<file path="src/rtl/core/ppu_pkg.sv">
package ppu_pkg;

   localparam int unsigned OP_W     = 2;
   localparam int unsigned WORD_W   = 32;
   localparam int unsigned BYTE_W   = 8;
   localparam int unsigned DEPTH_W  = 16;
   localparam int unsigned SX_W     = 13;
   localparam int unsigned SY_W     = 12;
   localparam int unsigned CSR_AW   = 3;
   localparam int unsigned CSR_DW   = 32;
   localparam int unsigned QTY_W    = 34;

   localparam logic       REG_ALPHA_LIMIT = 1'b0;
   localparam logic [7:0] ALPHA_RESET     = 8'hFF;

   typedef enum logic [1:0] {
      OP_SPAWN  = 2'd0,
      OP_TICK   = 2'd1,
      OP_RENDER = 2'd2,
      OP_NONE   = 2'd3
   } op_type;

   typedef enum logic [2:0] {
      ST_IDLE,
      ST_TICK_RD,
      ST_TICK_WR,
      ST_REND_RD,
      ST_REND_CHK,
      ST_REND_DIV,
      ST_REND_EMIT,
      ST_REND_FIN
   } state_type;

   typedef struct packed {
      logic [WORD_W-1:0] pos_x;
      logic [WORD_W-1:0] pos_y;
      logic [WORD_W-1:0] pos_z;
      logic [WORD_W-1:0] vel_x;
      logic [WORD_W-1:0] vel_y;
      logic [WORD_W-1:0] vel_z;
      logic [BYTE_W-1:0] color;
      logic [BYTE_W-1:0] life;
   } entry_type;

   typedef struct packed {
      logic [SX_W-1:0]   screen_x;
      logic [SY_W-1:0]   screen_y;
      logic [BYTE_W-1:0] dot_color;
      logic [BYTE_W-1:0] dot_alpha;
   } dot_type;

endpackage

</file>
<file path="src/rtl/core/ppu_div.sv">
module ppu_div (
   input  logic                                clock,
   input  logic                                reset,
   input  logic                                start,
   input  logic signed [ppu_pkg::WORD_W-1:0]   dividend,
   input  logic [ppu_pkg::DEPTH_W-1:0]         divisor,
   output logic                                done,
   output logic signed [ppu_pkg::WORD_W-1:0]   quotient
);
   import ppu_pkg::*;

   logic [WORD_W-1:0]  quo_ff, quo_in;
   logic [DEPTH_W-1:0] rem_ff, rem_in;
   logic [DEPTH_W-1:0] div_ff;
   logic               neg_ff;
   logic               run_ff, run_in;
   logic               done_ff, done_in;
   logic [4:0]         cnt_ff, cnt_in;
   logic [DEPTH_W:0]   rem_sh;
   logic [DEPTH_W+1:0] diff;

   assign rem_sh = {rem_ff, quo_ff[WORD_W-1]};
   assign diff   = {1'b0, rem_sh} - {2'b00, div_ff};

   always_comb begin
      quo_in  = quo_ff;
      rem_in  = rem_ff;
      run_in  = run_ff;
      cnt_in  = cnt_ff;
      done_in = 1'b0;
      if (start) begin
         quo_in = dividend[WORD_W-1] ? WORD_W'(-dividend) : dividend;
         rem_in = '0;
         run_in = 1'b1;
         cnt_in = '0;
      end else if (run_ff) begin
         quo_in = {quo_ff[WORD_W-2:0], ~diff[DEPTH_W+1]};
         rem_in = diff[DEPTH_W+1] ? rem_sh[DEPTH_W-1:0] : diff[DEPTH_W-1:0];
         cnt_in = cnt_ff + 5'd1;
         if (cnt_ff == 5'd31) begin
            run_in  = 1'b0;
            done_in = 1'b1;
         end
      end
   end

   always_ff @(posedge clock) begin
      if (reset) begin
         run_ff  <= 1'b0;
         done_ff <= 1'b0;
         cnt_ff  <= '0;
      end else begin
         run_ff  <= run_in;
         done_ff <= done_in;
         cnt_ff  <= cnt_in;
      end
      quo_ff <= quo_in;
      rem_ff <= rem_in;
      if (start) begin
         div_ff <= divisor;
         neg_ff <= dividend[WORD_W-1];
      end
   end

   assign done     = done_ff;
   assign quotient = neg_ff ? -$signed(quo_ff) : $signed(quo_ff);
endmodule
</file>
<file path="config.mk">
export PLATFORM = sky130hd
export DESIGN_NAME = ppu_div
export DESIGN_NICKNAME = d
export VERILOG_FILES = /design/src/rtl/core/ppu_pkg.sv /design/src/rtl/core/ppu_div.sv
export SDC_FILE = /design/constraint.sdc
export NUM_CORES = 1
export LEC_CHECK = 0
export BUFFER_PORTS_ARGS = -buffer_cell sky130_fd_sc_hd__buf_4
export CAP_MARGIN = 20
export CORE_MARGIN = 2
export CORE_UTILIZATION = 50
export DETAILED_ROUTE_END_ITERATION = 10
export PLACE_DENSITY = 0.75
export SETUP_SLACK_MARGIN = 0.02
export SLEW_MARGIN = 10
export SYNTH_ARGS = -nofsm -noshare
export SYNTH_HDL_FRONTEND = slang
export SYNTH_SLANG_ARGS = --single-unit
</file>
<file path="constraint.sdc">
create_clock -name clock -period 2.5 [get_ports clock]
set_input_delay 0.5 -clock clock [delete_from_list [all_inputs] [get_ports clock]]
set_output_delay 0.5 -clock clock [all_outputs]
set_load 0.02 [all_outputs]
</file>
# After elaboration in Yosys (flattened, before gate mapping)
# Index checks and enable logic that the tools add are counted.
classes:
  n_eq_ne: 1
  muxes: 9
  addsub: 4
  bitwise: 2
  reduce_logical: 3
ops:
  columns: ["cell", "count"]
  rows:
  - ["two-way mux 32 bit", 4]
  - ["negator 32 bit", 2]
  - ["subtractor 17 x 16 -> 18 bit", 1]
  - ["two-way mux 16 bit", 1]
  - ["adder 5 x 1 -> 5 bit, second input constant", 1]
  - ["equality test 5 bit, second input constant", 1]
  - ["two-way mux 1 bit", 4]
  - ["OR reduction 3 bit", 1]
  - ["NOT 1 bit", 2]
  - ["nonzero test 2 bit", 1]
  - ["OR reduction 2 bit", 1]
word_totals:
  output_inout_bits: 33
  reg_bits: 72

# Longest topological paths before layout
depth:
  ltp_word: 4
  depth_mapped: 10
  ltp_nobuf: 10

# Worst setup path before layout
# Ideal clock, no wire load.
synth_timing:
  path_kind: "reg-to-output"
  from: "reg quo_ff[17]"
  to: "out quotient[25] in the netlist's numbering"
  path_buffers: 0
  path_slack_ps: -252
  t_required_ps: 2000
  arrival_ps: 2252
  stages_incl_launch_ff: 7
  cell_sequence: "edfxtp_1 > or4_4 > or4_4 > nor4_4 > nand2_2 > o31ai_2 > xnor2_1"
synth_between:
  elab_chain_cells: 2
synth_lines:
  columns: ["element", "line", "source"]
  rows:
  - ["from (decl)", "ppu_div.sv:12", "logic [WORD_W-1:0] quo_ff, quo_in;"]
  - ["from (signal assigned)", "ppu_div.sv:57", "quo_ff <= quo_in;"]
  - ["negator 32 bit", "ppu_div.sv:66", "assign quotient = neg_ff ? -$signed(quo_ff) : $signed(quo_ff);"]
  - ["two-way mux 32 bit", "ppu_div.sv:66", null]
  - ["to (decl)", "ppu_div.sv:8", "output logic signed [ppu_pkg::WORD_W-1:0] quotient"]
# Every way passes these cells.

# Final worst setup path
# Same ends and word-level chain as after synthesis.

==> metrics.cfg <==
[synth]
syn_nets = 623
synth_cells = 551
yosys-top-cells-area = edfxtp_1 29%, dfxtp_1 9.2%, xor2_1 7.0%, xnor2_1 5.9%, ha_1 5.0%
synth-edff-count = 49
ys_seq_area_share_pct = 38.5
synth_top_area_cell = edfxtp_1
syn-mean-instance-area_um2 = 9.10
yosys_warnings = 0
syn_area_um2 = 5010
synthArstFlopShare_pct = 0
ys_ff_latch = 72
synth_top_area_share_pct = 29.4
ys_types = 60
synthFlopType = edfxtp_1

[status]
failed_checks = setup timing
status = finished, violations left

[layout]
antennaDiodeCount = 0
nFillCells = 645
final_cell_area_um2 = 7280
most-common-layout-cells = 169 x buf_4, 49 x edfxtp_1, 46 x a21oi_1
area_delta_synth_final_pct = 45.3
drive_above_1_share_pct = 38.9
regArea_um2 = 1930
num-nets-final = 787
fin_util_pct = 74.5
multi_input_area_um2 = 3480
final_common_cell = buf_4

[cts]
htree_levels = 3
cts_tree = yes
cts-root-buf = clkbuf_8
clk_pin_slew_ps = 90
cts-buffers-inserted = 9
clk_latency_ps = 360
hold_buffers = 0
cts.sinks = 72
clockBufferDepth = 2

[routing]
wirelength_um = 15400
drt_first_pass_iters = 5
route.vias.total = 5064
postRouteAntennaNets = 0
vias_per_cell = 5.94
first_iter_violations = 362
drc = 0
wl_per_cell_um = 18.1

[sta]
fin_worst_skew_ps = 18.2
slew_headroom_pct = 62.9
setup_viol = 25
max_freq_ghz = 0.304
min_period_ps = 3290
rsz0062_at_grt = true
finalHoldViolCount = 0
period_share_pct = 132
worst_pin_slew_ps = 551
holdWs_ps = 317
final_max_slew_viol_count = 0
setup_ws_ps = -789

[placed_design]
gp_congestion = 0.917
numPortBuffers = 83
hpwl_um = 9830
place_area_um2 = 6410

[setup_path]
path_common_cell = or4_4
critPathRequiredTime_ps = 2000
cp-startpoint = quo_ff[17]
critical_path.cell_chain = or4_4, or4_4, nor4_4, nand2_4, o31ai_4, xnor2_2, buf_4
cp-start-kind = register
cp_top_family = simple AND/OR/NAND/NOR gates
r2r_start = quo_ff[31]
worstSetupPathType = register to primary output
crit_slowest_cell = or4_4
cp_slowest_stage_delay_ps = 550
arrival_ps = 2790
cp_max_fo = 5
timing.critical_path.buf_inv = 1
endpoint_kind = primary output

[floorplanning]
io_pins = 84
fp.dieH_um = 104
dieArea_um2 = 10800
initial_utilization_pct = 51.3
core_area_um2 = 9770
die_width_um = 104
num_rows = 36

[grt]
grt_usage_pct = 26.0
grt_first_pass_wirelength_um = 23000
grt_pass1_vias = 4782
antenna_found_initial = 0
grt_max_degree = 38
grt_overflow = 0

[power]
peakVddDrop_mv = 0.295
power_leakage_nw = 3.03
p_per_area_nw_per_um2 = 509

[job]
drv_cap = 0

[worst_hold_path]
min_path_type = primary input to register
min-delay-start = divisor[7]

-- cells by family after synthesis --
group | share of synthesized area (%)
simple gates | 17.9
compound gates | 19.8
buf+inv | 3.99
flops | 38.5
mux | 1.45
xor+xnor | 12.9
fa+ha+maj | 5.39
-- state kept, by name (all words and copies together) (netlist names) --
name    count
cnt_ff      5
div_ff     16
done        1
neg_ff      1
quo_ff     32
rem_ff     16
run_ff      1
-- layout make-up --
class,count,share of cell area [%]
Multi-Input combinational cell,427,47.7
Sequential cell,72,26.5
Timing Repair Buffer,181,19.5
Tap cell,133,2.28
Clock buffer,11,1.94
Inverter,24,1.24
Clock inverter,5,0.773
-- repair_timing --
item	in CTS	in global routing
setup buffers	8	20
resized for setup	55	45
pin swaps	31	39
endpoints found under the setup margin	27	37
-- metal layers --
metal / GRT usage [%] / vias to the layer above / routed length (um)
met2: 44.0 / 223 / 7760
li1: - / 2372 / -
met3: 3.63 / 40 / 874
met5: 0 / - / 0
met4: 9.46 / 0 / 479
met1: 34.0 / 2429 / 6330
-- path summary, 6_finish.rpt --
check                  to  slack [ps]  cells after the start
min             div_ff[7]         320                      1
max          quotient[25]        -790                      7
max reg2reg    rem_ff[10]         130                     11
min reg2reg     rem_ff[2]         500                      2
-- synth_stat cells (5+ instances only) --
cell	number
inv_1	24
o31ai_1	18
and2_1	5
or3_1	8
o41ai_1	6
clkbuf_1	22
mux2i_1	5
edfxtp_1	49
nor3_1	12
o21ai_0	29
xnor2_1	34
ha_1	20
a21oi_1	48
nand3_1	11
o21ai_1	5
dfxtp_1	23
xor2_1	40
a21o_1	8
or4_1	6
nand2b_1	9
o311ai_0	5
nand4_1	12
nand2_1	42
nor2_1	45
-- power by group --
group | total (W) | switching, W | internal [W]
clock network | 0.000963 | 0.000475 | 0.000488
registers | 0.00146 | 0.0000720 | 0.00139
logic | 0.00128 | 0.000694 | 0.000589
-- metrics by stage --
stage	setup WS [ps]	cells	total power, W	TNS (ps)
after floorplan	-223	551	0.00210	-1560
after global placement	-315	813	0.00256	-4390
after detailed placement	-367	813	0.00258	-5840
after CTS	-741	837	0.00356	-8730
after global routing	-842	853	0.00383	-12830
final	-789	853	0.00370	-11550
No activity file was read; power rests on OpenSTA's default activity.
