===== config.mk =====
export PLATFORM = sky130hd
export DESIGN_NAME = ppu_ram
export DESIGN_NICKNAME = d
export VERILOG_FILES = /design/src/rtl/core/ppu_ram.sv
export SDC_FILE = /design/constraint.sdc
export NUM_CORES = 1
export LEC_CHECK = 0
export ABC_AREA = 1
export ABC_CLOCK_PERIOD_IN_PS = 2700
export BUFFER_PORTS_ARGS = -buffer_cell sky130_fd_sc_hd__buf_2
export CELL_PAD_IN_SITES_DETAIL_PLACEMENT = 1
export CELL_PAD_IN_SITES_GLOBAL_PLACEMENT = 2
export CORE_ASPECT_RATIO = 1.4
export CORE_MARGIN = 2
export CORE_UTILIZATION = 40
export DETAILED_ROUTE_END_ITERATION = 10
export PLACE_DENSITY = 0.76
export SLEW_MARGIN = 0
export SYNTH_ARGS = -nofsm -noshare
export SYNTH_HDL_FRONTEND = slang
export SYNTH_SLANG_ARGS = --single-unit

===== constraint.sdc =====
create_clock -name clock -period 2.7 [get_ports clock]
set_clock_uncertainty 0.05 [all_clocks]
set_input_delay 0.27 -clock clock [delete_from_list [all_inputs] [get_ports clock]]
set_output_delay 0.27 -clock clock [all_outputs]
set_load 0.01 [all_outputs]

===== src/rtl/core/ppu_ram.sv =====
module ppu_ram #(
   parameter int WIDTH = 8,
   parameter int DEPTH = 32
) (
   input  logic                             clock,
   input  logic                             we,
   input  logic [$clog2(DEPTH)-1:0]         waddr,
   input  logic [WIDTH-1:0]                 wdata,
   input  logic [$clog2(DEPTH)-1:0]         raddr,
   output logic [WIDTH-1:0]                 rdata
);
   logic [WIDTH-1:0] mem [DEPTH];
   logic [WIDTH-1:0] rdata_ff;

   always_ff @(posedge clock) begin
      if (we) begin
         mem[waddr] <= wdata;
      end
      rdata_ff <= mem[raddr];
   end

   assign rdata = rdata_ff;
endmodule


# After elaboration in Yosys (flattened, before gate mapping)
# Memories as Yosys holds them, arrays and structs flattened. A register that Yosys moved wholly into a read port is not among the register bits.
# Cells that the tools add are included.
# Widths: inputs -> output; s select.
totals:
  reg_bits: 0
  mem_bits_rw: 256
  in_bits: 20
  out_inout_bits: 8
  wordCells: 3
  memories: 1
classes:
  mux: 2
memory_table:
  columns: ["memory", "words", "width", "read_ports", "rd_clocked_by_memory_dff", "wr", "line", "source"]
  rows:
  - ["mem", 32, 8, 1, 1, 1, "12", "logic [WIDTH-1:0] mem [DEPTH];"]
op_table:
  columns: ["op", "count"]
  rows:
  - ["$mux 1", 2]

# Depth between registers and ports, before layout
# Gate-level depths: netlist of the first run.
depth:
  depth_word: 2
  ltp_mapped: 11
  mapped_depth_nobuf: 9

# Worst setup path before layout of the first run
# OpenSTA, ideal clock, no wires.
synth_path:
  path_type: "input to register"
  start: "input port waddr[0]"
  end: "memory mem[0][0], enable pin"
  setup_ns: 0.370
  arrival_time_ns: 0.934
  t_required_ns: 2.280
  setup_slack_ns: 1.346
  cell_stages: 3
  n_path_buf: 0
  cell_sequence: "inv_1 > nand3_1 > nor2_1"
synth_lines:
  columns: ["item", "line", "source"]
  rows:
  - ["start: declaration", "7", "input logic [$clog2(DEPTH)-1:0] waddr,"]
  - ["end: declaration", "12", null]
# No word-level cell before the write port.

# Worst setup path after layout of the first run
layout_path:
  start: "input port waddr[1]"
  end: "memory mem[13][0], enable pin"
# No word-level cell before the write port.

==> out/qor.txt, run 1 <==
outcome: complete, no violations
Area growth, synth to finish: 12.8%
most common cell after layout, fill and taps aside: sky130_fd_sc_hd__nand2_1
DRC violations left: 0
DRT antenna net count: 0
register clock-pin slew on the reported worst setup and hold paths: 0.06 ns
critical path launch point: waddr[1]
TritonCTS buffer count: 26
Worst Tran Pin Value: 0.895 ns
crit-path cells: buf_2, inv_1, nand3_1, nor2_1
# hold bufs at CTS: 0
Yosys top cell area share: 71.3%
die footprint: 28,300 um2
number of core rows: 71
worst reg2reg setup slack: 1.44 ns
post-placement cell count: 1,299
final std cells w/o fill: 1,347
number of detailed-routing iterations run before antenna repair: 4
largest family of logic cells by synthesized area: simple AND/OR/NAND/NOR gates
final critical delay including setup and external delays: 1.41 ns
final antenna diode count: 0
Tcrit/Tclk final: 52.4%
fraction of the yosys area taken by sequential cells: 72.8%
final weighted congestion of routability-driven global placement: 0.754
WL met2: 14.3 mm
Tightest Hold Check Type: in -> reg
number of maximum-capacitance violations: 0
Final HPWL DP: 16.8 mm
layout cells sized above 1: 10.6%
static power due to leakage: 4.51 nW
final setup vio count: 0
Metal-1 WL: 12.3 mm
core region area: 26,700 um2
xor and xnor fraction of the mapped netlist area: 0%
via count: 6,928
number of buffers on the longest clock path: 3
syn nets: 942
peak per-stage delay on the critical path: 0.66 ns
number of I/O pins: 28
final core utilization: 45.5%
Adder-Cell Fraction of Synth Area: 0%
worst hold stages: 3
initial core utilization: 40.3%
DRC violation total after the first TritonRoute iteration: 392
number of failing hold endpoints at the final stage: 0
highest fanout seen on the critical path: 8
maximum number of pins on one net before global-route repair: 78
Post-CTS Resized: 0
multiplexer fraction of the synthesized cell area: 0%
Reg2Reg Capture Point: rdata[3]
routed wire length on met3: 1.11 mm
Synth warnings: 0
compound-gate portion of the synthesized area: 0%
deepest level of the CTS H-tree: 1
Top Layer Used: met4
number of pins with negative max-slew slack in the final report: 0
top cells by area, synth: sky130_fd_sc_hd__edfxtp_1, sky130_fd_sc_hd__nand2_1, sky130_fd_sc_hd__nand3_1
cell type contributing the most total cell area after synthesis: sky130_fd_sc_hd__edfxtp_1
width of the die: 143 um
kind of capture point of the worst setup path: register
reg2reg start: mem[7][3]
worst relative slew slack: 40.4%
post-CTS setup buffer count: 0
maximum clock frequency: 0.707 GHz
overall global routing resource usage: 20.6%
startpoint of the most critical hold path: raddr[4]
Avg Cell Area, Syn: 11.7 um2
WL/cell: 21.0 um
Vert. Die Dim: 198 um
worst reg-to-reg path cell count: 8
commonest non-fill, non-tap cells in the layout: sky130_fd_sc_hd__nand2_1, sky130_fd_sc_hd__edfxtp_1, sky130_fd_sc_hd__nand3_1, sky130_fd_sc_hd__buf_4, sky130_fd_sc_hd__nor2_1
gr ovfl total: 0
number of antenna violations at the first check in global routing: 1
via count of the first global-routing pass: 7,137
quantity of I/O buffers inserted on ports: 27
cell with the largest stage delay on the worst path: sky130_fd_sc_hd__nor2_1
sum of negative setup slack: 0 ns
Cells after Synth: 922
setup repair after global routing missed its margin: no
WHS Endpoint: rdata[1]
Power Density: 722 nW/um2
Clock Tree Root: sky130_fd_sc_hd__clkbuf_16
# nets final: 982
unique cell type count in the Yosys netlist: 12
via-per-instance ratio: 5.14
CTS tree: built
maximum vdd ir drop: 536 uV
Data required, critical path: 2.82 ns
sort of element at the start of the critical path: input pin
Setup CP Type: in -> reg
CP arrival: 1.53 ns
final WL: 28.3 mm
simple-gate portion of the synthesized area: 23.1%
number of clock sinks: 264
Synth Cell Area: 10,800 um2
wire length of the first global-routing pass: 43.3 mm
FF+latch count, synth: 264
worst skew pair latency: 0.55 ns
## worst max-delay path, delay by kind of cell
family                 cells  cell delay [ns]
AND/OR/NAND/NOR            2             1.08
buffers and inverters      2             0.17
## how the worst max path moves through the flow
stage	cells past startpoint	slack (ns)	end
after floorplan	3	1.35	mem[0][0]
after global placement	4	0.77	mem[17][4]
after detailed placement	4	0.73	mem[13][0]
after CTS	4	1.28	mem[13][6]
after global routing	4	1.15	mem[13][7]
final	4	1.29	mem[13][0]
## power by group
group / internal (W) / switching, W
logic: 0.000145 / 0.000419
registers: 0.00455 / 0.0000160
clock network: 0.00215 / 0.00150
## cell type report
type | instances | area, um2
fillers | 2863 | 14600
inverters | 10 | 40.0
clock inverters | 12 | 135
flip-flops and latches | 264 | 7850
repair buffers | 64 | 478
clock buffers | 36 | 719
multi-input cells | 596 | 2490
well taps | 365 | 457
## layer usage
metal	up-vias	global-route usage, %
met2	126	35.3
met1	3479	27.7
met3	44	2.22
li1	3279	-
met5	-	0
met4	0	6.01
## cells in the mapped netlist
| cell | count |
|---|---|
| sky130_fd_sc_hd__dfxtp_1 | 8 |
| sky130_fd_sc_hd__nand2_1 | 360 |
| sky130_fd_sc_hd__inv_2 | 2 |
| sky130_fd_sc_hd__buf_4 | 4 |
| sky130_fd_sc_hd__buf_6 | 24 |
| sky130_fd_sc_hd__buf_2 | 15 |
| sky130_fd_sc_hd__edfxtp_1 | 256 |
| sky130_fd_sc_hd__inv_1 | 8 |
| sky130_fd_sc_hd__clkbuf_1 | 7 |
| sky130_fd_sc_hd__buf_1 | 2 |
| sky130_fd_sc_hd__nand3_1 | 204 |
| sky130_fd_sc_hd__nor2_1 | 32 |
## sequential cells by signal, indices dropped and copies added (netlist names)
signal / cells
mem: 256
rdata: 8
## cells by family after synthesis
kind of cell           Yosys count
and+or+nand+nor                596
DFF                            264
buffers and inverters           62
## metrics by stage
stage	cell area, um2	hold WS, ns	worst slack, ns	power [W]
final	12200	0.0363	1.29	0.00879
after floorplan	10800	0.319	1.35	0.00499
after detailed placement	11300	0.594	0.727	0.00524
after global routing	12200	0.0347	1.15	0.00906
after CTS	12200	0.00796	1.28	0.00890
after global placement	11300	0.589	0.769	0.00523
(Power assumes the default switching activity.)
==> run 2, diff against run 1 <==
--- a/config.mk
+++ b/config.mk
@@ -6,7 +6,7 @@
 export NUM_CORES = 1
 export LEC_CHECK = 0
 export ABC_AREA = 1
-export ABC_CLOCK_PERIOD_IN_PS = 2700
+export ABC_CLOCK_PERIOD_IN_PS = 1400
 export BUFFER_PORTS_ARGS = -buffer_cell sky130_fd_sc_hd__buf_2
 export CELL_PAD_IN_SITES_DETAIL_PLACEMENT = 1
 export CELL_PAD_IN_SITES_GLOBAL_PLACEMENT = 2
==> constraint.sdc (replaced) <==
create_clock -name clock -period 1.4 [get_ports clock]
set_clock_uncertainty 0.05 [all_clocks]
set_input_delay 0.14 -clock clock [delete_from_list [all_inputs] [get_ports clock]]
set_output_delay 0.14 -clock clock [all_outputs]
set_load 0.01 [all_outputs]
==> run 2 against run 1 <==
- flip-flop and latch count unchanged
- hold slack got worse by 0.018 ns
- combinational power increased by 110%
- final cell count increased by 3.0%
- critical path depth decreased by 3
- clock power increased by 95%
- sequential power increased by 93%
- power increased by 95%
- worst setup slack got worse by 1.2 ns
- sequential share of layout area decreased by 2.8 points
- critical endpoint is now rdata[3]
- highest routed layer unchanged
==> out/qor.txt, run 2 (synthesis results as in run 1) <==
outcome: complete, no violations
post-placement cell count: 1,338 (+3.0%)
Data required, critical path: 1.21 ns (-1.61 ns)
final std cells w/o fill: 1,387 (+3.0%)
number of antenna violations at the first check in global routing: 0 (-1)
die footprint: 28,300 um2 (unchanged)
Final HPWL DP: 17.8 mm (+6.0%)
number of clock sinks: 264 (unchanged)
highest fanout seen on the critical path: 1 (-7)
DRC violations left: 0 (unchanged)
gate family responsible for the most delay along the worst path: flip-flops
Worst Tran Pin Value: 0.382 ns (-0.513 ns)
number of failing hold endpoints at the final stage: 0 (unchanged)
Tcrit/Tclk final: 93.7%
maximum vdd ir drop: 1030 uV (+92%)
critical path launch point: rdata[3]
kind of capture point of the worst setup path: output port
post-CTS setup buffer count: 0 (unchanged)
number of pins with negative max-slew slack in the final report: 0 (unchanged)
critical path buffer and inverter count: 1 (-1)
final weighted congestion of routability-driven global placement: 0.737 (-2.3%)
DRT antenna net count: 0 (unchanged)
Vert. Die Dim: 198 um (unchanged)
Setup CP Type: reg -> out
number of core rows: 71 (unchanged)
Clock Tree Root: sky130_fd_sc_hd__clkbuf_16
maximum number of pins on one net before global-route repair: 60 (-23%)
TritonCTS buffer count: 25 (-3.8%)
# nets final: 1,025 (+4.4%)
worst reg2reg setup slack: 0.14 ns (-1.30 ns)
number of detailed-routing iterations run before antenna repair: 5 (+1)
number of flip-flops under the largest register name: 256 (unchanged)
wire length of the first global-routing pass: 43.2 mm (about the same)
reg2reg start: mem[13][0]
deepest level of the CTS H-tree: 1 (unchanged)
Power Density: 1350 nW/um2 (+87%)
number of maximum-capacitance violations: 0 (unchanged)
number of buffers on the longest clock path: 3 (unchanged)
cell with the largest stage delay on the worst path: sky130_fd_sc_hd__dfxtp_1
Tightest Hold Check Type: in -> reg
largest reg by FF count: mem
final setup vio count: 0 (unchanged)
sum of negative setup slack: 0 ns (unchanged)
register clock-pin slew on the reported worst setup and hold paths: 0.07 ns (about the same)
commonest non-fill, non-tap cells in the layout: sky130_fd_sc_hd__nand2_1, sky130_fd_sc_hd__edfxtp_1, sky130_fd_sc_hd__nand3_1, sky130_fd_sc_hd__buf_4, sky130_fd_sc_hd__nor2_1
startpoint of the most critical hold path: wdata[7]
sort of element at the start of the critical path: register
peak per-stage delay on the critical path: 0.43 ns (-0.23 ns)
Area growth, synth to finish: 17.9%
quantity of I/O buffers inserted on ports: 27 (unchanged)
most common cell after layout, fill and taps aside: sky130_fd_sc_hd__nand2_1
final antenna diode count: 0 (unchanged)
overall global routing resource usage: 20.1% (-0.48 points)
worst skew pair latency: 0.52 ns (-0.03 ns)
CTS tree: built
final core utilization: 47.5% (+2.0 points)
via-per-instance ratio: 5.05 (-1.7%)
final WL: 27.5 mm (-2.9%)
via count of the first global-routing pass: 7,403 (+3.7%)
static power due to leakage: 4.79 nW (+6.1%)
WL/cell: 19.8 um (-5.7%)
DRC violation total after the first TritonRoute iteration: 434 (+11%)
gr ovfl total: 0 (unchanged)
core region area: 26,700 um2 (unchanged)
worst relative slew slack: 74.6% (+34 points)
via count: 7,009 (+1.2%)
maximum clock frequency: 0.762 GHz
setup repair after global routing missed its margin: no
layout cells sized above 1: 14.1% (+3.5 points)
initial core utilization: 40.3% (unchanged)
final critical delay including setup and external delays: 1.31 ns
CP arrival: 1.12 ns (-0.41 ns)
number of I/O pins: 28 (unchanged)
crit-path cells: buf_2
width of the die: 143 um (unchanged)
## run 2: cell count changes in the layout (fill, tap and decap cells not counted), moves of 5 or more
cell                            before  now
sky130_fd_sc_hd__buf_12              5   21
sky130_fd_sc_hd__buf_4              33   56
sky130_fd_sc_hd__clkbuf_1            8    3
sky130_fd_sc_hd__dlygate4sd3_1       0    5
## run 2: where the power goes
group	switching (W)	total, W	internal, W
sequential	0.0000404	0.00882	0.00878
combinational	0.000799	0.00121	0.000414
clock	0.00292	0.00712	0.00420
total	0.00375	0.0171	0.0134
## run 2: per-layer routing
layer | part of all wire, % | wire (um) | track usage (%) | up-vias
li1 | - | - | - | 3362
met1 | 43 | 11900 | 26.2 | 3483
met2 | 52 | 14200 | 35.8 | 127
met3 | 3.3 | 905 | 2.25 | 37
met4 | 1.9 | 518 | 5.02 | 0
met5 | 0 | 0 | 0 | -
## run 2: path summary, 6_finish.rpt
check | cells past startpoint | end
worst max-delay path | 1 | rdata[3]
worst min register to register | 8 | rdata[4]
worst max register to register | 8 | rdata[0]
worst min-delay path | 2 | mem[2][7]
## run 2: stage by stage
step / instance area [um2] / total power [W] / worst slack [ns] / hold slack [ns]
2_1_floorplan: 10800 / 0.00962 / 0.176 / 0.189
3_3_place_gp: 11800 / 0.0102 / -0.0986 / 0.507
3_5_place_dp: 11800 / 0.0102 / -0.120 / 0.498
4_1_cts: 12700 / 0.0173 / 0.0848 / 0.0121
5_1_grt: 12700 / 0.0177 / 0.0412 / 0.0285
6_report: 12700 / 0.0171 / 0.0876 / 0.0179
## run 2: area by class of cell
| class | count | area, um2 |
|---|---|---|
| clock inverters | 16 | 218 |
| repair buffers | 108 | 1020 |
| fillers | 2818 | 14000 |
| flip-flops and latches | 264 | 7850 |
| multi-input cells | 596 | 2490 |
| well taps | 365 | 457 |
| inverters | 10 | 40.0 |
| clock buffers | 28 | 637 |
## run 2: repair_timing
| action | in CTS | in global routing |
|---|---|---|
| hold endpoints to repair | 77 | 0 |
| hold buffers | 5 | 0 |
| resized for setup | 0 | 0 |
==> run 3, diff against run 2 <==
--- a/config.mk
+++ b/config.mk
@@ -5,8 +5,7 @@
 export SDC_FILE = /design/constraint.sdc
 export NUM_CORES = 1
 export LEC_CHECK = 0
-export ABC_AREA = 1
-export ABC_CLOCK_PERIOD_IN_PS = 1400
+export ABC_CLOCK_PERIOD_IN_PS = 1600
 export BUFFER_PORTS_ARGS = -buffer_cell sky130_fd_sc_hd__buf_2
 export CELL_PAD_IN_SITES_DETAIL_PLACEMENT = 1
 export CELL_PAD_IN_SITES_GLOBAL_PLACEMENT = 2
@@ -14,7 +13,7 @@
 export CORE_MARGIN = 2
 export CORE_UTILIZATION = 40
 export DETAILED_ROUTE_END_ITERATION = 10
-export PLACE_DENSITY = 0.76
+export PLACE_DENSITY = 0.67
 export SLEW_MARGIN = 0
 export SYNTH_ARGS = -nofsm -noshare
 export SYNTH_HDL_FRONTEND = slang
==> constraint.sdc (replaced) <==
create_clock -name clock -period 1.6 [get_ports clock]
set_clock_uncertainty 0.05 [all_clocks]
set_input_delay 0.16 -clock clock [delete_from_list [all_inputs] [get_ports clock]]
set_output_delay 0.16 -clock clock [all_outputs]
set_load 0.01 [all_outputs]
==> run 3 against run 2 <==
- the flow now finishes with violations (negative setup slack)
- highest routed layer unchanged
- largest cell class unchanged
- die area is 6.6% lower
- utilization is 0.76 points higher
- combinational power is 31% lower
==> out/qor.txt, run 3 <==
Synth Cell Area: 10,100 um2 (-6.8%)
via-per-instance ratio: 5.51 (+9.0%)
Vert. Die Dim: 192 um (-3.4%)
worst hold stages: 2 (unchanged)
# nets final: 526 (-49%)
Worst Tran Pin Value: 0.644 ns (+0.262 ns)
quantity of I/O buffers inserted on ports: 27 (unchanged)
Setup CP Type: reg -> reg
register clock-pin slew on the reported worst setup and hold paths: 0.06 ns (about the same)
Final HPWL DP: 15.4 mm (-14%)
sort of element at the start of the critical path: register
Reg2Reg Capture Point: rdata[7]
via count of the first global-routing pass: 4,944 (-33%)
Yosys top cell area share: 76.5% (+5.2 points)
number of core rows: 68 (-4.2%)
# hold bufs at CTS: 0 (-5)
number of clock sinks: 264 (unchanged)
startpoint of the most critical hold path: raddr[3]
TritonCTS buffer count: 25 (unchanged)
worst reg-to-reg path cell count: 3 (-5)
number of synthesized flops with an enable pin: 256 (unchanged)
Tightest Hold Check Type: in -> reg
Synth warnings: 0 (unchanged)
maximum clock frequency: 0.524 GHz
number of detailed-routing iterations run before antenna repair: 4 (-1)
WHS Endpoint: rdata[0]
width of the die: 138 um (-3.4%)
number of I/O pins: 28 (unchanged)
post-CTS setup buffer count: 0 (unchanged)
number of flip-flops under the largest register name: 256 (unchanged)
deepest level of the CTS H-tree: 1 (unchanged)
DRC violations left: 0 (unchanged)
worst skew pair latency: 0.53 ns (about the same)
setup repair after global routing missed its margin: yes
Tcrit/Tclk final: 119%
fill cell total of the finished layout: 2,226 (-21%)
top cells by area, synth: sky130_fd_sc_hd__edfxtp_1, sky130_fd_sc_hd__mux4_2, sky130_fd_sc_hd__dfxtp_1
number of pins with negative max-slew slack in the final report: 0 (unchanged)
die footprint: 26,400 um2 (-6.6%)
met2 track utilization from global routing: 31.1% (-4.8 points)
most frequently used flop master after synthesis: sky130_fd_sc_hd__edfxtp_1
Clock Tree Root: sky130_fd_sc_hd__clkbuf_16
core region area: 24,700 um2 (-7.7%)
Cells after Synth: 417 (-55%)
final WL: 23.0 mm (-17%)
setup ws final: -0.310 ns (-0.397 ns)
most used routing layer in global routing: met2
DRC violation total after the first TritonRoute iteration: 361 (-17%)
worst reg2reg setup slack: -0.31 ns (-0.45 ns)
CTS tree: built
wire length of the first global-routing pass: 34.4 mm (-20%)
FFs w/ async S/R, synth: 0% (unchanged)
layout cells sized above 1: 40.3% (+26 points)
kind of capture point of the worst setup path: register
final setup vio count: 8 (+8)
global routing usage on met1: 25.5% (-0.71 points)
worst relative slew slack: 57.1% (-17 points)
sum of negative setup slack: -2.17 ns (-2.17 ns)
unique cell type count in the Yosys netlist: 15 (+3)
CP arrival: 2.26 ns (+1.14 ns)
WL/cell: 27.4 um (+38%)
violated checks: negative setup slack
largest reg by FF count: mem
fraction of the yosys area taken by sequential cells: 78.1% (+5.3 points)
most common cell after layout, fill and taps aside: sky130_fd_sc_hd__edfxtp_1
number of buffers on the longest clock path: 3 (unchanged)
Data required, critical path: 1.95 ns (+0.74 ns)
reg2reg start: mem[31][7]
Power Density: 1210 nW/um2 (-11%)
maximum number of pins on one net before global-route repair: 33 (-45%)
syn nets: 437 (-54%)
DRT antenna net count: 0 (unchanged)
number of antenna violations at the first check in global routing: 0 (unchanged)
most instantiated cells after synthesis: sky130_fd_sc_hd__edfxtp_1, sky130_fd_sc_hd__mux4_2, sky130_fd_sc_hd__nor2_1, sky130_fd_sc_hd__dfxtp_1, sky130_fd_sc_hd__mux2_2
final antenna diode count: 0 (unchanged)
via count: 4,616 (-34%)
commonest non-fill, non-tap cells in the layout: sky130_fd_sc_hd__edfxtp_1, sky130_fd_sc_hd__mux4_2, sky130_fd_sc_hd__buf_4, sky130_fd_sc_hd__nor2_1, sky130_fd_sc_hd__buf_2
highest fanout seen on the critical path: 1 (unchanged)
GR Util met3: 2.11% (-0.14 points)
most instantiated library cell after synthesis: sky130_fd_sc_hd__edfxtp_1
outcome: finished, violations left
FF+latch count, synth: 264 (unchanged)
number of maximum-capacitance violations: 0 (unchanged)
post-placement cell count: 794 (-41%)
maximum vdd ir drop: 762 uV (-26%)
number of failing hold endpoints at the final stage: 0 (unchanged)
initial core utilization: 40.7% (+0.41 points)
worst slack after detailed placement: -0.615 ns (-0.495 ns)
gr ovfl total: 0 (unchanged)
final weighted congestion of routability-driven global placement: 0.750 (+1.8%)
final critical delay including setup and external delays: 1.91 ns
Avg Cell Area, Syn: 24.1 um2 (+110%)
overall global routing resource usage: 18.4% (-1.7 points)
static power due to leakage: 3.82 nW (-20%)
Area growth, synth to finish: 18.5%
final std cells w/o fill: 838 (-40%)
cell type contributing the most total cell area after synthesis: sky130_fd_sc_hd__edfxtp_1
[run 3: cell count changes after synthesis, sizes merged]
cell,previous run,this run
buf,45,14
clkbuf,7,6
inv,10,0
mux2,0,8
mux4,0,80
nand2,360,1
nand3,204,2
nand3b,0,5
nor2,32,33
or3,0,1
or3b,0,3
[run 3: per-layer routing]
metal	share of wire, %	wire length, um	vias to the layer above
li1	-	-	1951
met1	42	9530	2502
met2	52	12000	126
met3	3.9	899	37
met4	2.5	568	0
met5	0	0	-
[run 3: what timing repair did]
action | 4_1_cts | 5_1_grt
endpoints found under the setup margin | 8 | 8
pin swaps | 0 | 0
resized for setup | 1 | 1
[run 3: layout make-up]
| type | count | area (um2) | share of cell area, % |
|---|---|---|---|
| flip-flops and latches | 264 | 7850 | 65.8 |
| repair buffers | 82 | 763 | 6.40 |
| clock buffers | 32 | 652 | 5.47 |
| clock inverters | 12 | 139 | 1.17 |
| well taps | 315 | 394 | 3.31 |
| multi-input cells | 133 | 2120 | 17.8 |
[run 3: worst max-delay path, stage by stage (launching register included)]
cell and delay [ns]:
sky130_fd_sc_hd__edfxtp_1 0.38, sky130_fd_sc_hd__mux4_2 0.51, sky130_fd_sc_hd__mux4_2 0.56, sky130_fd_sc_hd__mux2_4 0.28
[run 3: per-stage QoR]
stage | power, W | util (%) | hold WS (ns) | instance area [um2]
after global placement | 0.00869 | 45.1 | 0.513 | 11100
after global routing | 0.0148 | 48.3 | 0.0267 | 11900
after CTS | 0.0145 | 48.3 | 0.0281 | 11900
after detailed placement | 0.00872 | 45.1 | 0.512 | 11100
final | 0.0144 | 48.3 | 0.0367 | 11900
after floorplan | 0.00831 | - | 0.209 | 10200
[run 3: power by group]
part           internal, W  switching (W)
Clock              0.00336        0.00245
Sequential         0.00769      0.0000367
Combinational     0.000387       0.000446
[run 3: kinds of logic after synthesis]
group	Yosys count	synth area share, %
buffers and inverters	20	1.06
DFF	264	78.1
muxes	88	18.8
and+or+nand+nor	45	2.07
[run 3: worst max-delay path by stage]
stage	startpoint	endpoint	slack, ns	depth (start not counted)
after CTS	mem[31][7]	rdata[7]	-0.33	3
after global routing	mem[31][7]	rdata[7]	-0.33	3
after detailed placement	raddr[0]	rdata[7]	-0.62	6
after global placement	raddr[0]	rdata[6]	-0.61	6
final	mem[31][7]	rdata[7]	-0.31	3
after floorplan	raddr[0]	rdata[0]	-0.21	5
